--- config.mk ---
export PLATFORM = sky130hd
export DESIGN_NAME = ffa_ctrl
export DESIGN_NICKNAME = d
export VERILOG_FILES = /design/src/hw/rtl/ffa_pkg.sv /design/src/hw/rtl/ffa_ctrl.sv
export SDC_FILE = /design/constraint.sdc
export NUM_CORES = 1
export LEC_CHECK = 0
export ABC_CLOCK_PERIOD_IN_PS = 1900
export BUFFER_PORTS_ARGS = -buffer_cell sky130_fd_sc_hd__buf_2
export CORE_MARGIN = 2
export CORE_UTILIZATION = 51
export CTS_BUF_LIST = sky130_fd_sc_hd__clkbuf_8 sky130_fd_sc_hd__clkbuf_16
export DETAILED_ROUTE_END_ITERATION = 7
export PLACE_DENSITY = 0.84
export SETUP_SLACK_MARGIN = 0.1
export SKIP_CTS_REPAIR_TIMING = 1
export SKIP_LAST_GASP = 1
export SYNTH_ARGS = -nofsm -noshare
export SYNTH_HDL_FRONTEND = slang
export SYNTH_SLANG_ARGS = --single-unit
--- constraint.sdc ---
create_clock -name clock -period 1.9 [get_ports clock]
set_input_delay 0.19 -clock clock [delete_from_list [all_inputs] [get_ports clock]]
set_output_delay 0.19 -clock clock [all_outputs]
set_load 0.01 [all_outputs]
--- src/hw/rtl/ffa_pkg.sv ---
`timescale 1ns / 1ps
`default_nettype none
// ----------------------------------------------------------------------------
// ffa_pkg
// Types and constants shared by the first-fit arena allocator modules.
// ----------------------------------------------------------------------------
package ffa_pkg;

   localparam int unsigned ARENA_BYTES  = 4096;
   localparam int unsigned ADDR_W       = 12;
   localparam int unsigned SIZE_W       = 13;
   localparam int unsigned HEADER_BYTES = 12;
   localparam int unsigned HOP_LIMIT    = ARENA_BYTES / 12 + 2;
   localparam int unsigned HOP_W        = 9;

   typedef enum logic [1:0] {
      MODE_ALLOC = 2'd0,
      MODE_FREE  = 2'd1,
      MODE_FILL  = 2'd2,
      MODE_READ  = 2'd3
   } mode_type;

   typedef enum logic [4:0] {
      ST_CLEAR,
      ST_IDLE,
      ST_DISPATCH,
      ST_A_CHECK,
      ST_A_RDNX,
      ST_A_RDSZ,
      ST_A_END,
      ST_A_DECIDE,
      ST_A_HDR0,
      ST_A_HDR1,
      ST_A_HDR2,
      ST_A_FIX1,
      ST_A_FIX2,
      ST_F_RDNX,
      ST_F_RDPV,
      ST_F_RDSZ,
      ST_F_LINK,
      ST_F_BACK,
      ST_F_END,
      ST_F_ZERO,
      ST_L_START,
      ST_L_RDSZ,
      ST_L_END,
      ST_L_WRITE,
      ST_L_RDNX,
      ST_L_NEXT,
      ST_R_READ,
      ST_DONE
   } state_type;

   typedef enum logic [2:0] {
      ACC_NONE,
      ACC_RD_WORD,
      ACC_WR_WORD,
      ACC_WR_BYTE,
      ACC_CLEAR
   } acc_type;

   typedef enum logic [3:0] {
      AS_CUR,
      AS_CUR8,
      AS_END,
      AS_END4,
      AS_END8,
      AS_NX4,
      AS_HDR,
      AS_HDR4,
      AS_HDR8,
      AS_PV,
      AS_POS
   } asel_type;

   typedef enum logic [2:0] {
      WS_NX,
      WS_CUR,
      WS_AMOUNT,
      WS_END,
      WS_PV
   } wsel_type;

   typedef enum logic {
      RES_ALLOC,
      RES_BYTE
   } res_type;

   typedef enum logic [1:0] {
      KIND_EMPTY,
      KIND_PRE,
      KIND_TAIL,
      KIND_GAP
   } kind_type;

   typedef struct packed {
      acc_type  acc;
      asel_type asel;
      wsel_type wsel;
      logic     ld_req;
      logic     dispatch;
      logic     alloc_init;
      logic     ld_nx;
      logic     ld_pv;
      logic     ld_sz;
      logic     ld_end;
      logic     step_next;
      logic     fill_next;
      logic     byte_step;
      logic     free_first;
      logic     res_ld;
      res_type  res_sel;
      logic     rsp_load;
   } cmd_type;

   typedef struct packed {
      mode_type mode;
      logic     acc_done;
      logic     clr_done;
      logic     too_big;
      logic     list_empty;
      logic     pre_fit;
      logic     nx_zero;
      logic     tail_fit;
      logic     gap_fit;
      logic     hop_last;
      logic     hop_max;
      logic     unlink_prev;
      logic     i_lt_end;
      logic     rem_zero;
      logic     rsp_free;
   } stat_type;

endpackage
`default_nettype wire

--- src/hw/rtl/ffa_ctrl.sv ---
`timescale 1ns / 1ps
`default_nettype none
// ----------------------------------------------------------------------------
// ffa_ctrl
// Sequencer that steps the datapath through alloc, free, fill and read.
// ----------------------------------------------------------------------------
module ffa_ctrl import ffa_pkg::*; (
   input  wire logic     clock,
   input  wire logic     reset,
   input  wire logic     req_valid,
   output logic          req_ready,
   input  wire stat_type stat,
   output cmd_type       cmd
);

   state_type state_ff, state_in;
   kind_type  kind_ff, kind_in;

   always_ff @(posedge clock) begin
      if (reset) begin
         state_ff <= ST_CLEAR;
         kind_ff  <= KIND_EMPTY;
      end else begin
         state_ff <= state_in;
         kind_ff  <= kind_in;
      end
   end

   always_comb begin
      state_in = state_ff;
      kind_in  = kind_ff;
      unique case (state_ff)
         ST_CLEAR: begin
            if (stat.clr_done) begin
               state_in = ST_IDLE;
            end
         end
         ST_IDLE: begin
            if (req_valid) begin
               state_in = ST_DISPATCH;
            end
         end
         ST_DISPATCH: begin
            unique case (stat.mode)
               MODE_ALLOC: state_in = ST_A_CHECK;
               MODE_FREE:  state_in = ST_F_RDNX;
               MODE_FILL:  state_in = ST_L_START;
               default:    state_in = ST_R_READ;
            endcase
         end
         ST_A_CHECK: begin
            if (stat.too_big) begin
               state_in = ST_DONE;
            end else if (stat.list_empty) begin
               kind_in  = KIND_EMPTY;
               state_in = ST_A_HDR0;
            end else if (stat.pre_fit) begin
               kind_in  = KIND_PRE;
               state_in = ST_A_HDR0;
            end else begin
               state_in = ST_A_RDNX;
            end
         end
         ST_A_RDNX: if (stat.acc_done) state_in = ST_A_RDSZ;
         ST_A_RDSZ: if (stat.acc_done) state_in = ST_A_END;
         ST_A_END:  state_in = ST_A_DECIDE;
         ST_A_DECIDE: begin
            if (stat.nx_zero) begin
               if (stat.tail_fit) begin
                  kind_in  = KIND_TAIL;
                  state_in = ST_A_HDR0;
               end else begin
                  state_in = ST_DONE;
               end
            end else if (stat.gap_fit) begin
               kind_in  = KIND_GAP;
               state_in = ST_A_HDR0;
            end else if (stat.hop_last) begin
               state_in = ST_DONE;
            end else begin
               state_in = ST_A_RDNX;
            end
         end
         ST_A_HDR0: if (stat.acc_done) state_in = ST_A_HDR1;
         ST_A_HDR1: if (stat.acc_done) state_in = ST_A_HDR2;
         ST_A_HDR2: begin
            if (stat.acc_done) begin
               unique case (kind_ff)
                  KIND_EMPTY: state_in = ST_DONE;
                  KIND_TAIL:  state_in = ST_A_FIX2;
                  default:    state_in = ST_A_FIX1;
               endcase
            end
         end
         ST_A_FIX1: begin
            if (stat.acc_done) begin
               state_in = (kind_ff == KIND_GAP) ? ST_A_FIX2 : ST_DONE;
            end
         end
         ST_A_FIX2: if (stat.acc_done) state_in = ST_DONE;
         ST_F_RDNX: if (stat.acc_done) state_in = ST_F_RDPV;
         ST_F_RDPV: if (stat.acc_done) state_in = ST_F_RDSZ;
         ST_F_RDSZ: if (stat.acc_done) state_in = ST_F_LINK;
         ST_F_LINK: begin
            if (!stat.unlink_prev || stat.acc_done) begin
               state_in = stat.nx_zero ? ST_F_END : ST_F_BACK;
            end
         end
         ST_F_BACK: if (stat.acc_done) state_in = ST_F_END;
         ST_F_END:  state_in = ST_F_ZERO;
         ST_F_ZERO: if (!stat.i_lt_end) state_in = ST_DONE;
         ST_L_START: state_in = stat.rem_zero ? ST_DONE : ST_L_RDSZ;
         ST_L_RDSZ: if (stat.acc_done) state_in = ST_L_END;
         ST_L_END:  state_in = ST_L_WRITE;
         ST_L_WRITE: begin
            if (stat.rem_zero) begin
               state_in = ST_DONE;
            end else if (!stat.i_lt_end) begin
               state_in = ST_L_RDNX;
            end
         end
         ST_L_RDNX: if (stat.acc_done) state_in = ST_L_NEXT;
         ST_L_NEXT: state_in = (stat.nx_zero || stat.hop_max) ? ST_DONE : ST_L_RDSZ;
         ST_R_READ: if (stat.acc_done) state_in = ST_DONE;
         ST_DONE:   if (stat.rsp_free) state_in = ST_IDLE;
         default:   state_in = ST_IDLE;
      endcase
   end

   always_comb begin
      cmd       = '0;
      cmd.acc   = ACC_NONE;
      cmd.asel  = AS_CUR;
      cmd.wsel  = WS_NX;
      cmd.res_sel = RES_ALLOC;
      req_ready = 1'b0;
      unique case (state_ff)
         ST_CLEAR: cmd.acc = ACC_CLEAR;
         ST_IDLE: begin
            req_ready  = 1'b1;
            cmd.ld_req = req_valid;
         end
         ST_DISPATCH: cmd.dispatch = 1'b1;
         ST_A_CHECK: begin
            cmd.alloc_init = !stat.too_big && (stat.list_empty || stat.pre_fit);
         end
         ST_A_RDNX: begin
            cmd.acc   = ACC_RD_WORD;
            cmd.asel  = AS_CUR;
            cmd.ld_nx = 1'b1;
         end
         ST_A_RDSZ: begin
            cmd.acc   = ACC_RD_WORD;
            cmd.asel  = AS_CUR8;
            cmd.ld_sz = 1'b1;
         end
         ST_A_END: cmd.ld_end = 1'b1;
         ST_A_DECIDE: begin
            cmd.step_next = !stat.nx_zero && !stat.gap_fit && !stat.hop_last;
         end
         ST_A_HDR0: begin
            cmd.acc     = ACC_WR_WORD;
            cmd.asel    = AS_END;
            cmd.wsel    = WS_NX;
            cmd.res_ld  = 1'b1;
            cmd.res_sel = RES_ALLOC;
         end
         ST_A_HDR1: begin
            cmd.acc  = ACC_WR_WORD;
            cmd.asel = AS_END4;
            cmd.wsel = WS_CUR;
         end
         ST_A_HDR2: begin
            cmd.acc  = ACC_WR_WORD;
            cmd.asel = AS_END8;
            cmd.wsel = WS_AMOUNT;
         end
         ST_A_FIX1: begin
            cmd.acc  = ACC_WR_WORD;
            cmd.asel = AS_NX4;
            cmd.wsel = WS_END;
         end
         ST_A_FIX2: begin
            cmd.acc  = ACC_WR_WORD;
            cmd.asel = AS_CUR;
            cmd.wsel = WS_END;
         end
         ST_F_RDNX: begin
            cmd.acc   = ACC_RD_WORD;
            cmd.asel  = AS_HDR;
            cmd.ld_nx = 1'b1;
         end
         ST_F_RDPV: begin
            cmd.acc   = ACC_RD_WORD;
            cmd.asel  = AS_HDR4;
            cmd.ld_pv = 1'b1;
         end
         ST_F_RDSZ: begin
            cmd.acc   = ACC_RD_WORD;
            cmd.asel  = AS_HDR8;
            cmd.ld_sz = 1'b1;
         end
         ST_F_LINK: begin
            if (stat.unlink_prev) begin
               cmd.acc  = ACC_WR_WORD;
               cmd.asel = AS_PV;
               cmd.wsel = WS_NX;
            end else begin
               cmd.free_first = 1'b1;
            end
         end
         ST_F_BACK: begin
            cmd.acc  = ACC_WR_WORD;
            cmd.asel = AS_NX4;
            cmd.wsel = WS_PV;
         end
         ST_F_END: cmd.ld_end = 1'b1;
         ST_F_ZERO: begin
            if (stat.i_lt_end) begin
               cmd.acc       = ACC_WR_BYTE;
               cmd.byte_step = 1'b1;
            end
         end
         ST_L_START: ;
         ST_L_RDSZ: begin
            cmd.acc   = ACC_RD_WORD;
            cmd.asel  = AS_HDR8;
            cmd.ld_sz = 1'b1;
         end
         ST_L_END: cmd.ld_end = 1'b1;
         ST_L_WRITE: begin
            if (stat.i_lt_end && !stat.rem_zero) begin
               cmd.acc       = ACC_WR_BYTE;
               cmd.byte_step = 1'b1;
            end
         end
         ST_L_RDNX: begin
            cmd.acc   = ACC_RD_WORD;
            cmd.asel  = AS_HDR;
            cmd.ld_nx = 1'b1;
         end
         ST_L_NEXT: cmd.fill_next = !stat.nx_zero && !stat.hop_max;
         ST_R_READ: begin
            cmd.acc     = ACC_RD_WORD;
            cmd.asel    = AS_POS;
            cmd.res_ld  = stat.acc_done;
            cmd.res_sel = RES_BYTE;
         end
         ST_DONE: cmd.rsp_load = stat.rsp_free;
         default: ;
      endcase
   end

endmodule
`default_nettype wire

==> metrics.md <==
| Metric | Value |
|---|---|
| Worst R2R Path Depth | `8` |
| Post-Synth XOR/XNOR Area | `0.0128` |
| Unrepaired setup endpoints after global routing | `yes` |
| Final setup vio count | `0` |
| GR Util met3 | `0.0442` |
| Clk_lat worst skew | `0.24 ns` |
| Nets@finish | `294` |
| Layer with the highest usage | `met2` |
| Largest family of logic cells by synthesized area | `simple AND/OR/NAND/NOR gates` |
| Die height | `55.8 um` |
| Commonest non-fill, non-tap cell in the layout | `buf_2` |
| Min-Delay Path Class | `in -> reg` |
| Crit Reg-Reg Startpoint | `state_ff[2]$_SDFFE_PP0P_` |
| Initial antenna violation count | `0` |
| Critical path class | `reg -> out` |
| FMAX | `0.551 GHz` |
| Synth cell types | `67` |
| Status | `complete, no violations` |
| Max-cap violation count | `0` |
| Die Area | `0.00311 mm2` |
| Number of flops mapped to enable cells by yosys | `0` |
| Tot Pwr | `2.33 mW` |
| Multiplexer share of the synthesized area | `0.0302` |
| Final Critical Period | `1.82 ns` |
| Synth warn | `0` |
| Pins Over Slew Limit | `0` |
| Sequential area share after synthesis | `0.102` |
| Via count | `1877` |
| Worst Hold End | `kind_ff[0]$_SDFFE_PP0P_` |
| Reg-to-reg setup timing slack | `0.14 ns` |
| Worst EP required | `1.71 ns` |
| Root buffer cell | `clkbuf_8` |
| Mapped Cells | `208` |
| Via/cell ratio | `6.26` |
| Max IR drop VDD | `0.00101 V` |
| Synth async-reset ratio | `0` |
| Crit share post-route | `0.956` |
| Largest net degree at the start of global routing | `23` |
| CP delay by family, top | `compound AO/OA/AOI/OAI gates` |
| Hold Crit Start | `stat[10]` |
| Core ar. | `0.00250 mm2` |
| Initial Utilization | `0.548` |
| Slew @ Worst Pin | `0.383 ns` |
| Layout area overhead | `40.6%` |
| Hpwl dp | `3.45 mm` |
| CTS sink count | `7` |
| Post-route cell area | `0.00192 mm2` |
| First-pass GRT wire length | `7.40 mm` |
| Fraction of the mapped netlist area in simple logic gates | `0.382` |
| Most frequent cells in the layout | `buf_2 (43), buf_4 (28), nor2_1 (26), nand2_1 (22), a21oi_1 (16)` |
| Cell Chain, Critical Path | `nor2_1, buf_4, nand2_1, a211oi_1, a31o_1, buf_2` |
| DRC | `0` |
| Met2 usage | `0.466` |
| Worst path bufs/invs | `2` |
| Critical Path Max Stage Delay | `0.38 ns` |
| Congestion Overflow GR | `0` |
| I/O Buffers | `43` |
| N_diodes | `0` |
| H-tree depth | `1` |
| Met1 usage | `0.375` |
| Yosys reg bits | `7` |
| DRT Wirelength | `4.98 mm` |
| Syn avg cell area | `6.58 um2` |
| Placed instance area | `0.00170 mm2` |
| Routability cong. | `0.937` |
| Clk buf depth | `2` |
| Post-synthesis cell area | `0.00137 mm2` |
| Post-Place Setup Slack | `0.0749 ns` |
| WL per Instance | `16.6 um` |
| Clock Skew | `0.00575 ns` |
| WP data arrival | `1.63 ns` |
| Reg2reg end | `state_ff[1]$_SDFFE_PP0P_` |
| Tot GR Track Use | `0.288` |
| Post-synthesis adder-cell area fraction | `0.0366` |
| CP max FO | `6` |
| Io pins | `44` |
| Vias in the first global route | `1684` |
| Setup WS post-layout | `0.0838 ns` |
| Num CTS Buffers | `3` |
| Clk pin slew, worst setup/hold paths | `0.04 ns` |
| DR iter-0 viols | `143` |
| CTS tree | `yes` |
| Crit end category | `primary output` |
| Drt pass-1 iters | `7` |
| FP Rows | `18` |
| CP max-delay cell | `dfxtp_4` |
| Final std cells w/o fill | `300` |
| Fin. Hold Viols | `0` |
| Complex-gate fraction of the synthesized area | `0.333` |
| Leak | `0.885 nW` |
| # fillers | `196` |
| Slew HR | `0.738` |
| Placed insts | `287` |
| Primary flip-flop cell chosen by synthesis mapping | `dfxtp_1` |
| Net Count, Synth | `231` |
| ANT nets after route | `0` |
| Hold depth | `2` |
| Pwr dens | `1210 mW/mm2` |
| Share of layout cells above drive strength 1 | `0.411` |
| CP Launch Type | `register` |
| Die Width | `55.8 um` |
[worst max path at each step]
stage	cells after the start	startpoint	end
after detailed placement	6	state_ff[4]$_SDFFE_PP0P_	state_ff[4]$_SDFFE_PP0P_
after global routing	6	state_ff[0]$_SDFFE_PP0P_	cmd[20]
after global placement	6	state_ff[4]$_SDFFE_PP0P_	state_ff[4]$_SDFFE_PP0P_
after CTS	8	state_ff[2]$_SDFFE_PP0P_	cmd[19]
final	6	state_ff[0]$_SDFFE_PP0P_	cmd[20]
after floorplan	6	state_ff[0]$_SDFFE_PP0P_	cmd[20]
[area by class of cell]
| class | count | area (um2) | area share |
|---|---|---|---|
| clock inverters | 1 | 5.00 | 0.00260 |
| well taps | 30 | 37.5 | 0.0195 |
| inverters | 7 | 26.3 | 0.0137 |
| repair buffers | 76 | 518 | 0.269 |
| flip-flops and latches | 7 | 159 | 0.0826 |
| multi-input cells | 176 | 1140 | 0.591 |
| clock buffers | 3 | 41.3 | 0.0215 |
[routing by layer]
layer  routed length, um  share of wire
met1                1950           0.39
met2                2430           0.49
met3                 450          0.090
met4                 159          0.032
met5                   0              0
[kinds of logic after synthesis]
family	after synthesis
simple gates	99
fa+ha+maj	4
compound gates	67
mux	4
flops	7
buf+inv	25
xor+xnor	2
[worst reg2reg max path, cell delays in order, from the launching register on]
cell and delay, ns:
dfxtp_4 0.37, buf_4 0.16, and2b_2 0.21, buf_4 0.15
a21boi_0 0.23, nor2_1 0.07, o21ai_1 0.20, a31o_1 0.20
a21oi_2 0.06
[power breakdown]
part | internal [mW] | switching (mW)
combinational | 0.849 | 0.943
sequential | 0.201 | 0.110
clock | 0.143 | 0.0802
[metrics by stage]
step | TNS, ns | util | hold slack [ns]
CTS | -0.387 | 0.698 | 0.175
global route | -0.0369 | 0.770 | 0.198
finish | 0 | 0.770 | 0.173
floorplan | 0 | - | 0.252
detailed placement | 0 | 0.680 | 0.421
global placement | 0 | 0.680 | 0.426
[sequential cells by signal, summed over array words and instances, names as in the netlist]
name	cells
kind_ff	2
state_ff	5
[synth_stat cells, types with 2 or more instances]
library cell | n | area, um2
nor2_1 | 27 | 101
nand2_1 | 22 | 82.6
a21oi_1 | 16 | 80.1
o21ai_0 | 9 | 45.0
buf_2 | 8 | 40.0
nand3_1 | 8 | 40.0
dfxtp_1 | 7 | 140
o21ai_1 | 6 | 30.0
and3_1 | 5 | 31.3
nor3_1 | 5 | 25.0
buf_4 | 4 | 30.0
ha_1 | 4 | 50.1
inv_1 | 4 | 15.0
nand2b_1 | 4 | 25.0
o22ai_1 | 4 | 25.0
a211oi_1 | 3 | 22.5
a31o_1 | 3 | 26.3
buf_6 | 3 | 33.8
inv_2 | 3 | 11.3
mux2i_1 | 3 | 30.0
nor2b_2 | 3 | 26.3
a22oi_1 | 2 | 15.0
a31oi_1 | 2 | 12.5
and2_1 | 2 | 12.5
clkbuf_1 | 2 | 7.51
nand2_2 | 2 | 12.5
nand4_1 | 2 | 12.5
nor4_1 | 2 | 12.5
o211a_1 | 2 | 20.0
o31ai_1 | 2 | 15.0
or2_2 | 2 | 12.5
xnor2_1 | 2 | 17.5
Note: power is estimated with default switching activity, not from simulation.
